[src/rtl/rba_pkg.sv]
// shared types and constants of the region block allocator
`default_nettype none

package rba_pkg;

  localparam int ADDR_WIDTH = 48;
  localparam int SHIFT_W    = 5;
  localparam int COUNT_W    = 9;
  localparam int CMD_W      = 2;
  localparam int STATUS_W   = 2;
  localparam int CFG_IDX_W  = 2;

  typedef logic [CMD_W-1:0]     cmd_t;
  typedef logic [STATUS_W-1:0]  status_t;
  typedef logic [CFG_IDX_W-1:0] cfg_idx_t;

  localparam cmd_t CMD_ALLOC_SINGLE = 2'd0;
  localparam cmd_t CMD_ALLOC_RUN    = 2'd1;
  localparam cmd_t CMD_FREE         = 2'd2;

  localparam status_t ST_OK      = 2'd0;
  localparam status_t ST_NOSPACE = 2'd1;
  localparam status_t ST_BAD     = 2'd2;

  localparam cfg_idx_t CFG_BASE_ADDRESS   = 2'd0;
  localparam cfg_idx_t CFG_REGION_SHIFT   = 2'd1;
  localparam cfg_idx_t CFG_ACTIVE_REGIONS = 2'd2;

  localparam logic [SHIFT_W-1:0] REGION_SHIFT_RESET = 5'd18;

  typedef struct packed {
    cmd_t                  command;
    logic [ADDR_WIDTH-1:0] byte_size;
    logic [ADDR_WIDTH-1:0] region_address;
  } req_t;

  typedef struct packed {
    status_t               status;
    logic [ADDR_WIDTH-1:0] result_address;
    logic [COUNT_W-1:0]    used_count;
  } resp_t;

  typedef enum logic [3:0] {
    S_CLEAR,
    S_IDLE,
    S_PREP,
    S_CHECK,
    S_FREE_IDX,
    S_SCAN,
    S_MARK,
    S_ADDR,
    S_DONE
  } rba_state_t;

endpackage

`default_nettype wire

[src/rtl/rba_owner_ram.sv]
// owner map storage: one write port, one registered read port
`default_nettype none

module rba_owner_ram #(
  parameter int DEPTH = 256,
  parameter int WIDTH = 9
) (
  input  wire logic                     clk,
  input  wire logic                     wr_en,
  input  wire logic [$clog2(DEPTH)-1:0] wr_addr,
  input  wire logic [WIDTH-1:0]         wr_data,
  input  wire logic [$clog2(DEPTH)-1:0] rd_addr,
  output logic      [WIDTH-1:0]         rd_data
);

  logic [WIDTH-1:0] mem [DEPTH];

  always_ff @(posedge clk) begin
    if (wr_en) begin
      mem[wr_addr] <= wr_data;
    end
    rd_data <= mem[rd_addr];
  end

endmodule

`default_nettype wire

[src/rtl/region_block_allocator_unit.sv]
// region block allocator: first-fit run allocation and checked release over an owner map
// sequence: alloc walks the active range until a free run of n is found, then does n marking
//   writes; free reads the ownership of the n regions, then does n clearing writes
// throughput: one request at a time, ready again in the cycle the result is posted; a stalled
//   result holds the sequencer; the owner map does one read or one write a cycle
// reset: synchronous, active high; then a clearing pass over all MAX_REGIONS entries with req_ready low
`default_nettype none

module region_block_allocator_unit #(
  parameter int MAX_REGIONS = 256
) (
  input  wire logic                              clk,
  input  wire logic                              rst,
  // configuration write port
  input  wire logic                              cfg_we,
  input  wire logic [rba_pkg::CFG_IDX_W-1:0]     cfg_index,
  input  wire logic [rba_pkg::ADDR_WIDTH-1:0]    cfg_data,
  // request channel
  input  wire logic                              req_valid,
  output logic                                   req_ready,
  input  wire rba_pkg::req_t                     req,
  // result channel
  output logic                                   resp_valid,
  input  wire logic                              resp_ready,
  output rba_pkg::resp_t                         resp
);

  localparam int IW    = $clog2(MAX_REGIONS);      // region index bits
  localparam int CW    = $clog2(MAX_REGIONS + 1);  // region count bits, also owner entry bits
  localparam int AW    = rba_pkg::ADDR_WIDTH;
  localparam int SW    = rba_pkg::SHIFT_W;
  localparam int UW    = rba_pkg::COUNT_W;
  localparam int CMP_W = (CW > UW) ? CW : UW;

  // configuration registers
  logic [AW-1:0] base_address;
  logic [SW-1:0] region_shift;
  logic [UW-1:0] active_regions;

  // sequencer
  rba_pkg::rba_state_t state, state_next;

  // captured request
  rba_pkg::cmd_t req_cmd;
  logic [AW-1:0] req_size;
  logic [AW-1:0] req_addr;

  // derived operands
  logic [CW-1:0] n;          // region count of the request
  logic          n_zero;
  logic          n_big;      // count exceeds the active regions
  logic [AW-1:0] offset;     // free address minus base
  logic          below;      // free address below the block
  logic          aligned;
  logic          idx_big;

  // walker
  logic [CW-1:0] left;       // start of the candidate run, or run to free
  logic [CW-1:0] run;        // free entries seen since left
  logic [CW-1:0] issue_ptr;
  logic [CW-1:0] eval_ptr;
  logic          rd_pend;
  logic [CW-1:0] scan_end;
  logic [CW-1:0] mark_ptr;   // also the clearing pointer after reset
  logic [CW-1:0] mark_end;

  logic [CW-1:0]           regions_used;
  rba_pkg::status_t        status_r;
  logic [AW-1:0]           res_r;

  // owner map port
  logic          wr_en;
  logic [IW-1:0] wr_addr;
  logic [CW-1:0] wr_data;
  logic [IW-1:0] rd_addr;
  logic [CW-1:0] rd_data;

  // combinational helpers
  logic [CMP_W-1:0] act_ext;
  logic [CMP_W-1:0] max_ext;
  logic [CW-1:0]    act;
  logic [AW-1:0]    n_full;
  logic [AW-1:0]    idx_full;
  logic [AW-1:0]    low_mask;
  logic             is_alloc;
  logic             scan_hit;
  logic             scan_last;
  logic             own_bad;
  logic             mark_last;
  logic             clear_last;
  logic             free_fail;
  logic             slot_free;

  rba_owner_ram #(
    .DEPTH (MAX_REGIONS),
    .WIDTH (CW)
  ) u_owner_ram (
    .clk     (clk),
    .wr_en   (wr_en),
    .wr_addr (wr_addr),
    .wr_data (wr_data),
    .rd_addr (rd_addr),
    .rd_data (rd_data)
  );

  // active count clamped to the map size
  assign act_ext = CMP_W'(active_regions);
  assign max_ext = CMP_W'(MAX_REGIONS);
  assign act     = CW'((act_ext > max_ext) ? max_ext : act_ext);

  // byte size to region count, address offset to region index
  assign n_full   = req_size >> region_shift;
  assign idx_full = offset >> region_shift;
  assign low_mask = ~({AW{1'b1}} << region_shift);

  assign is_alloc = (req_cmd == rba_pkg::CMD_ALLOC_SINGLE) ||
                    (req_cmd == rba_pkg::CMD_ALLOC_RUN);

  // walk evaluation on the entry read in the previous cycle
  assign scan_hit   = rd_pend && (rd_data == '0) && ((run + CW'(1)) == n);
  assign scan_last  = rd_pend && ((eval_ptr + CW'(1)) == scan_end);
  assign own_bad    = rd_pend && (rd_data != (left + CW'(1)));
  assign mark_last  = (mark_ptr + CW'(1)) == mark_end;
  assign clear_last = mark_ptr == CW'(MAX_REGIONS - 1);
  assign free_fail  = !aligned || idx_big || n_big || (n > (act - left));
  assign slot_free  = !resp_valid || resp_ready;

  // next state
  always_comb begin
    state_next = state;
    case (state)
      rba_pkg::S_CLEAR: begin
        if (clear_last) state_next = rba_pkg::S_IDLE;
      end
      rba_pkg::S_IDLE: begin
        if (req_valid) state_next = rba_pkg::S_PREP;
      end
      rba_pkg::S_PREP: begin
        state_next = rba_pkg::S_CHECK;
      end
      rba_pkg::S_CHECK: begin
        if (is_alloc) begin
          state_next = (n_zero || n_big) ? rba_pkg::S_DONE : rba_pkg::S_SCAN;
        end else if (req_cmd == rba_pkg::CMD_FREE) begin
          state_next = (n_zero || below) ? rba_pkg::S_DONE : rba_pkg::S_FREE_IDX;
        end else begin
          state_next = rba_pkg::S_DONE;
        end
      end
      rba_pkg::S_FREE_IDX: begin
        state_next = free_fail ? rba_pkg::S_DONE : rba_pkg::S_SCAN;
      end
      rba_pkg::S_SCAN: begin
        if (is_alloc) begin
          if (scan_hit) state_next = rba_pkg::S_MARK;
          else if (scan_last) state_next = rba_pkg::S_DONE;
        end else begin
          if (own_bad) state_next = rba_pkg::S_DONE;
          else if (scan_last) state_next = rba_pkg::S_MARK;
        end
      end
      rba_pkg::S_MARK: begin
        if (mark_last) state_next = is_alloc ? rba_pkg::S_ADDR : rba_pkg::S_DONE;
      end
      rba_pkg::S_ADDR: begin
        state_next = rba_pkg::S_DONE;
      end
      rba_pkg::S_DONE: begin
        if (slot_free) state_next = rba_pkg::S_IDLE;
      end
      default: begin
        state_next = rba_pkg::S_IDLE;
      end
    endcase
  end

  // handshake and owner map port
  always_comb begin
    req_ready = (state == rba_pkg::S_IDLE);
    wr_en     = (state == rba_pkg::S_CLEAR) || (state == rba_pkg::S_MARK);
    wr_addr   = mark_ptr[IW-1:0];
    // alloc tags each region with its run start plus one, free and clear write zero
    wr_data   = ((state == rba_pkg::S_MARK) && is_alloc) ? (left + CW'(1)) : '0;
    rd_addr   = issue_ptr[IW-1:0];
  end

  // configuration registers
  always_ff @(posedge clk) begin
    if (rst) begin
      base_address   <= '0;
      region_shift   <= rba_pkg::REGION_SHIFT_RESET;
      active_regions <= '0;
    end else if (cfg_we) begin
      case (cfg_index)
        rba_pkg::CFG_BASE_ADDRESS:   base_address   <= cfg_data;
        rba_pkg::CFG_REGION_SHIFT:   region_shift   <= cfg_data[SW-1:0];
        rba_pkg::CFG_ACTIVE_REGIONS: active_regions <= cfg_data[UW-1:0];
        default: ;
      endcase
    end
  end

  // sequencer and walker registers
  always_ff @(posedge clk) begin
    if (rst) begin
      state        <= rba_pkg::S_CLEAR;
      mark_ptr     <= '0;
      regions_used <= '0;
      resp_valid   <= 1'b0;
      rd_pend      <= 1'b0;
    end else begin
      state <= state_next;

      // result register: taken by the consumer, or refilled from the sequencer
      if ((state == rba_pkg::S_DONE) && slot_free) begin
        resp_valid          <= 1'b1;
        resp.status         <= status_r;
        resp.result_address <= res_r;
        resp.used_count     <= UW'(regions_used);
      end else if (resp_ready) begin
        resp_valid <= 1'b0;
      end

      case (state)
        rba_pkg::S_CLEAR: begin
          mark_ptr <= mark_ptr + CW'(1);
        end
        rba_pkg::S_IDLE: begin
          if (req_valid) begin
            req_cmd  <= req.command;
            req_size <= req.byte_size;
            req_addr <= req.region_address;
          end
        end
        rba_pkg::S_PREP: begin
          status_r <= rba_pkg::ST_BAD;
          res_r    <= '0;
          if (req_cmd == rba_pkg::CMD_ALLOC_SINGLE) begin
            // a single region is a run of one
            n      <= CW'(1);
            n_zero <= 1'b0;
            n_big  <= (act == '0);
          end else begin
            n      <= CW'(n_full);
            n_zero <= (n_full == '0);
            n_big  <= (n_full > AW'(act));
          end
          offset <= req_addr - base_address;
          below  <= (req_addr < base_address);
        end
        rba_pkg::S_CHECK: begin
          if (is_alloc && !n_zero && n_big) status_r <= rba_pkg::ST_NOSPACE;
          aligned   <= ((offset & low_mask) == '0);
          idx_big   <= (idx_full >= AW'(act));
          // alloc walks the whole active range from region zero
          left      <= is_alloc ? '0 : CW'(idx_full);
          run       <= '0;
          issue_ptr <= '0;
          scan_end  <= act;
          rd_pend   <= 1'b0;
        end
        rba_pkg::S_FREE_IDX: begin
          issue_ptr <= left;
          scan_end  <= left + n;
          rd_pend   <= 1'b0;
        end
        rba_pkg::S_SCAN: begin
          // one read issued per cycle, data checked in the cycle after
          rd_pend   <= (issue_ptr < scan_end);
          eval_ptr  <= issue_ptr;
          issue_ptr <= issue_ptr + CW'(1);
          if (is_alloc) begin
            if (rd_pend) begin
              if (rd_data != '0) begin
                // blocked: restart the candidate just past this entry
                left <= eval_ptr + CW'(1);
                run  <= '0;
              end else begin
                run <= run + CW'(1);
              end
            end
            if (!scan_hit && scan_last) status_r <= rba_pkg::ST_NOSPACE;
          end
          mark_ptr <= left;
          mark_end <= left + n;
        end
        rba_pkg::S_MARK: begin
          mark_ptr <= mark_ptr + CW'(1);
          if (mark_last) begin
            if (is_alloc) begin
              regions_used <= regions_used + n;
            end else begin
              regions_used <= regions_used - n;
              status_r     <= rba_pkg::ST_OK;
            end
          end
        end
        rba_pkg::S_ADDR: begin
          status_r <= rba_pkg::ST_OK;
          res_r    <= base_address + (AW'(left) << region_shift);
        end
        rba_pkg::S_DONE: begin
          rd_pend <= 1'b0;
        end
        default: ;
      endcase
    end
  end

endmodule

`default_nettype wire

[config.mk]
export PLATFORM = sky130hd
export DESIGN_NAME = region_block_allocator_unit
export DESIGN_NICKNAME = d
export VERILOG_FILES = /design/src/rtl/rba_pkg.sv /design/src/rtl/rba_owner_ram.sv /design/src/rtl/region_block_allocator_unit.sv
export SDC_FILE = /design/constraint.sdc
export NUM_CORES = 2
export LEC_CHECK = 0
export BUFFER_PORTS_ARGS = -buffer_cell sky130_fd_sc_hd__buf_4
export CAP_MARGIN = 0
export CORE_MARGIN = 10
export CORE_UTILIZATION = 60
export CTS_CLUSTER_DIAMETER = 80
export DETAILED_ROUTE_END_ITERATION = 10
export PLACE_DENSITY = 0.78
export SYNTH_ARGS = -nofsm -noshare
export SYNTH_HDL_FRONTEND = slang
export SYNTH_SLANG_ARGS = --single-unit
[constraint.sdc]
create_clock -name clk -period 10.7 [get_ports clk]
set_input_delay 0.535 -clock clk [delete_from_list [all_inputs] [get_ports clk]]
set_output_delay 0.535 -clock clk [all_outputs]
set_load 0.05 [all_outputs]
-- Yosys cells after proc, flatten, opt, wreduce, memory -nomap -nowiden
Memory sizes are Yosys's and may differ from the RTL's. A register that Yosys moved wholly into a read port is not among the register bits.
Cells that the tools add are included.
- register bits: 409
- logic and storage cells: 182
- memories kept: 1
- output and inout bits: 61
- memory bits (writable): 2304
- multiplexer cells: 44
- shift operators: 4
- bitwise operators: 3
- magnitude comparators: 6
- reductions and logical operators: 55
- equal/unequal tests: 29
- add/sub/neg operators: 11
- memory list (name ; depth ; bits a word ; rd ports ; clocked after Yosys merged registers in ; wr ports ; RTL line ; text):
    u_owner_ram.mem ; 256 ; 9 ; 1 ; 1 ; 1 ; rba_owner_ram.sv:16 ; logic [WIDTH-1:0] mem [DEPTH];
- operator list (kind ; count):
    $logic_not 48->1 ; 2
    $pmux 48 s2 ; 1
    $shr 48x5->48 ; 2
    $mux 9 ; 10
    $pmux 9 s2 ; 4
    $mux 4 ; 15
    $add 48x48->48 ; 1
    $and 48x48->48 ; 1
    $ge 48x9->1 ; 1
    $gt 48x9->1 ; 1
    $lt 48x48->1 ; 1
    $not 48->48 ; 1
    $shl 48x5->48 const A ; 1
    $shl 9x5->48 ; 1
    $sub 48x48->48 ; 1
    $add 9x1->9 const B ; 5
    $pmux 4 s9 ; 1
    $eq 9x9->1 ; 3
    $pmux 9 s3 ; 1
    $reduce_and 2->1 ; 11
    $ne 2x2->1 const B ; 10
    $add 9x9->9 ; 2
    $logic_not 9->1 ; 2
    $sub 9x9->9 ; 2
    33 further kinds ; 72

-- Logic depth before layout (Yosys ltp)
- depth after elaboration: 8
- depth in mapped cells: 24
- gate-level depth less buffers: 21

-- Cells and area by module
A second synthesis with hierarchy kept.
- cell total of the unflattened synthesis: 7053
- area, all modules: 116236.5 um^2
- by module, submodules not included (module ; cells an instance ; instances ; area each (um^2)):
    rba_owner_ram ; 4237 ; 1 ; 89278.1
    region_block_allocator_unit ; 2816 ; 1 ; 26958.4

-- Worst setup path after synthesis
Ideal clock, no wire load.
- kind: reg-to-reg
- from: register left[1]
- to: memory u_owner_ram.mem[0][8] (data pin)
- slack: 2.104 ns
- required time: 9.309 ns
- arrival: 7.205 ns
- cell stages (with the launch flop): 7
- clock period less this slack: 8.596 ns
- cells stage by stage: edfxtp_1 -> ha_1 -> nand2_1 -> nor2_1 -> nand3_1 -> xor2_1 -> nor2_1
- word-level cells in the longest chain between the ends: 2
- RTL lines (what ; RTL line ; text):
    from (decl) ; region_block_allocator_unit.sv:58 ; logic [CW-1:0] left;
    from (signal assigned) ; region_block_allocator_unit.sv:256 ; left <= is_alloc ? '0 : CW'(idx_full);
    from (signal assigned) ; region_block_allocator_unit.sv:276 ; left <= eval_ptr + CW'(1);
    $add 9x1->9 ; region_block_allocator_unit.sv:183 ; wr_data = ((state == rba_pkg::S_MARK) && is_alloc) ? (left + CW'(1)) : '0;
    $mux 9 ; region_block_allocator_unit.sv:183 ;
    net u_owner_ram.wr_data[8] ; rba_owner_ram.sv:11 ; input wire logic [WIDTH-1:0] wr_data,
    to (decl) ; rba_owner_ram.sv:16 ;
The timed path passes the listed nets, and every way through them passes these cells.

-- Final worst setup path
- from: register region_shift[1]
- to: register res_r[47] (data pin)
- word-level cells in the longest chain between the ends: 3
- RTL lines (what ; RTL line ; text):
    from (decl) ; region_block_allocator_unit.sv:37 ; logic [SW-1:0] region_shift;
    from (signal assigned) ; region_block_allocator_unit.sv:191 ; region_shift <= rba_pkg::REGION_SHIFT_RESET;
    from (signal assigned) ; region_block_allocator_unit.sv:196 ; rba_pkg::CFG_REGION_SHIFT: region_shift <= cfg_data[SW-1:0];
    $shl 9x5->48 ; region_block_allocator_unit.sv:300 ; res_r <= base_address + (AW'(left) << region_shift);
    $add 48x48->48 ; region_block_allocator_unit.sv:300 ;
    $pmux 48 s2 ; region_block_allocator_unit.sv:224 ; case (state)
    to (signal assigned) ; region_block_allocator_unit.sv:300 ;
    to (decl) ; region_block_allocator_unit.sv:69 ; logic [AW-1:0] res_r;
Every way passes these cells.
A chain may end at the register's enable or synchronous reset.

==> results_dict.tcl <==
set metrics [dict create \
    cts.sinks 2722 \
    ys_seq_elements 2722 \
    cts_root_buffer "clkbuf_16" \
    hold_viol_final 0 \
    dp_hpwl_um 176000 \
    cts.hold.buffers_added 146 \
    min_path_type "input port to flip-flop" \
    skew_ns 0.0561 \
    wl_per_cell_um 32.6 \
    grt_pass1_vias 64825 \
    worst-path-buf-inv 0 \
    end_kind "flip-flop" \
    fmax_mhz 179 \
    io_pins 214 \
    tns_ns 0 \
    core_um2 191000 \
    rsz0062_at_grt "no" \
    ys_async_sr_fraction 0 \
    drv_cap 0 \
    cts_tree "done" \
    leakage_uw 0.0398 \
    synth_nets 6693 \
    finalWirelength_um 309000 \
    synth.avg_cell_area_um2 18.1 \
    antenna_found_initial 16 \
    grt_most_used_layer "met2" \
    dp_cells 8831 \
    path_clk_slew_ns 0.07 \
    io_buffer_count 213 \
    synthCells 6378 \
    path_max_fanout 69 \
    worstPathCellList "mux2_2, o21ai_0, o21a_1, mux2_2, nor2_1, ha_1, a21o_1, and3_1, a2111oi_2, a21oi_1, a21oi_1, o21ai_1, a31oi_1, o21ai_1, o21ai_0, xnor2_1, nor2_1" \
    rows 160 \
    met2_usage 0.469 \
    grt_remaining_overflow 0 \
    drv_slew 0 \
    relSlewSlack 0.0828 \
    htreeDepth 5 \
    finalSetupViolCount 0 \
    syn_to_final_growth_pct 12.6 \
    critPathKind "flip-flop to flip-flop" \
    clockBufferDepth 4 \
    post_cts_resize_count 0 \
    power_density_nw_per_um2 174 \
    cp_slowest_cell "dfxtp_4" \
    min_from "rst" \
    status "complete, no violations" \
    fin_crit_ns 5.58 \
    num_vias 64709 \
    synth_edf_count 2627 \
    worstMarginPinSlew_ns 1.37 \
    fin_cells 9479 \
    ir_drop_uv 146 \
    ys_types 78 \
    met3_usage 0.0612 \
    cp_top_family "compound AO/OA/AOI/OAI gates" \
    cts_buffers 288 \
    grt_use_met1 0.386 \
    nets 7071 \
    worstPathArrival_ns 6.25 \
    track_usage 0.292 \
    initial_core_util 0.604 \
    drt_iter0_drc 9189 \
    grt_pass1_wl_um 454000 \
    worstSetupStartpointType "flip-flop" \
    rr_startpoint "region_shift[1]" \
    cts_setup_buffers 0 \
    ant_nets 0 \
    die_h_um 458 \
    worstPathRequired_ns 11.37 \
    viasPerCell 6.83 \
    insertion_delay_ns 0.97 \
    dieArea_um2 210000 \
    synth-main-ff-cell "edfxtp_1" \
    firstDrtPassIters 6 \
    timing.final.crit_share 0.521 \
    critPathLaunch "region_shift[1]" \
    max_stage_delay_ns 0.87 \
    yosys_warnings 0 \
    gp_congestion 0.934 \
    synth.cell_area_um2 115000 \
    grt_max_degree 257 \
    ys_seq_area_frac 0.702 \
    drc 0 \
    drive_gt1_frac 0.221 \
    dieWidth_um 458 \
]
## cells in the mapped netlist (29+ instances only)
cell type / instances / area share
dfxtp_1: 95 / 0.017
o21ai_0: 158 / 0.0069
mux4_2: 793 / 0.16
inv_1: 128 / 0.0042
edfxtp_1: 2627 / 0.68
nor2b_1: 39 / 0.0021
a21o_1: 73 / 0.0048
buf_2: 50 / 0.0022
nand3_1: 95 / 0.0041
nor3_1: 42 / 0.0018
clkbuf_1: 228 / 0.0074
a211oi_1: 42 / 0.0027
mux2i_1: 92 / 0.0080
xor2_1: 73 / 0.0056
a21oi_1: 232 / 0.010
xnor2_1: 105 / 0.0080
mux2_2: 34 / 0.0033
ha_1: 157 / 0.017
nand4_1: 29 / 0.0016
nor2_1: 519 / 0.017
nand2_1: 358 / 0.012
buf_1: 57 / 0.0019
## path summary, 6_finish.rpt
kind	to	slack [ns]	cells after the start
setup / recovery	res_r[47]	5.12	17
hold / removal	regions_used[8]	0.05	2
hold reg to reg	resp[49]	0.40	0
setup reg to reg	res_r[47]	5.12	17
## layout by cell type, fill, tap and decap left out, drive strengths merged, types with 92 or more instances in the layout
| cell | netlist | layout |
|---|---|---|
| edfxtp | 2627 | 2627 |
| mux4 | 793 | 793 |
| nor2 | 520 | 520 |
| nand2 | 358 | 358 |
| clkbuf | 229 | 351 |
| buf | 117 | 288 |
| a21oi | 232 | 232 |
| o21ai | 161 | 161 |
| ha | 157 | 157 |
| dlygate4sd3 | 0 | 146 |
| inv | 130 | 136 |
| clkinv | 3 | 106 |
| xnor2 | 105 | 105 |
| dfxtp | 95 | 95 |
| nand3 | 95 | 95 |
| mux2i | 92 | 92 |
## report_power, final
group	internal, uW	switching [uW]	total (uW)
Sequential	11700	88.1	11700
Clock	5490	4090	9580
Combinational	434	743	1180
## layout make-up
| class | count | area, um^2 |
|---|---|---|
| antenna | 11 | 27.5 |
| clock buffer | 351 | 7590 |
| clock inverter | 140 | 1190 |
| fill | 11593 | 61000 |
| inverter | 133 | 499 |
| multi-input combinational | 3177 | 32600 |
| sequential | 2722 | 80800 |
| tap | 2511 | 3140 |
| timing repair buffer | 434 | 3770 |
## per-layer routing
metal	routed length (um)	vias to the layer above
li1	-	26371
met1	110000	33079
met2	151000	4378
met3	31600	865
met4	16500	16
met5	115	-
## cell families after synthesis
| kind of cell | Yosys count | synth area share |
|---|---|---|
| fa+ha+maj | 162 | 0.0179 |
| compound gates | 696 | 0.0374 |
| buf+inv | 479 | 0.0165 |
| xor+xnor | 180 | 0.0139 |
| simple gates | 1220 | 0.0463 |
| mux | 919 | 0.166 |
| flops | 2722 | 0.702 |
## registers in the layout (all words and copies together) (netlist names), 2 cells and up
| signal | flops |
|---|---|
| run | 9 |
| req_addr | 48 |
| region_shift | 5 |
| offset | 48 |
| eval_ptr | 9 |
| resp | 59 |
| status_r | 2 |
| req_size | 48 |
| mark_end | 9 |
| state | 4 |
| base_address | 48 |
| left | 9 |
| res_r | 48 |
| req_cmd | 2 |
| n | 9 |
| scan_end | 9 |
| mark_ptr | 9 |
| regions_used | 9 |
| u_owner_ram.mem | 2304 |
| act_ext | 9 |
| issue_ptr | 9 |
| u_owner_ram.rd_data | 9 |
## metrics by stage
step / hold slack, ns / power (uW) / area (um^2) / setup slack, ns / util
after floorplan: 0.400 / 12600 / 115000 / 2.10 / -
after global placement: 0.405 / 13000 / 119000 / 5.46 / 0.626
after detailed placement: 0.405 / 13000 / 119000 / 5.36 / 0.626
after CTS: 0.00988 / 22500 / 130000 / 5.29 / 0.680
after global routing: 0.0289 / 23000 / 130000 / 4.78 / 0.680
final: 0.0550 / 22500 / 130000 / 5.12 / 0.680
Power figures use the tool's default switching activity.
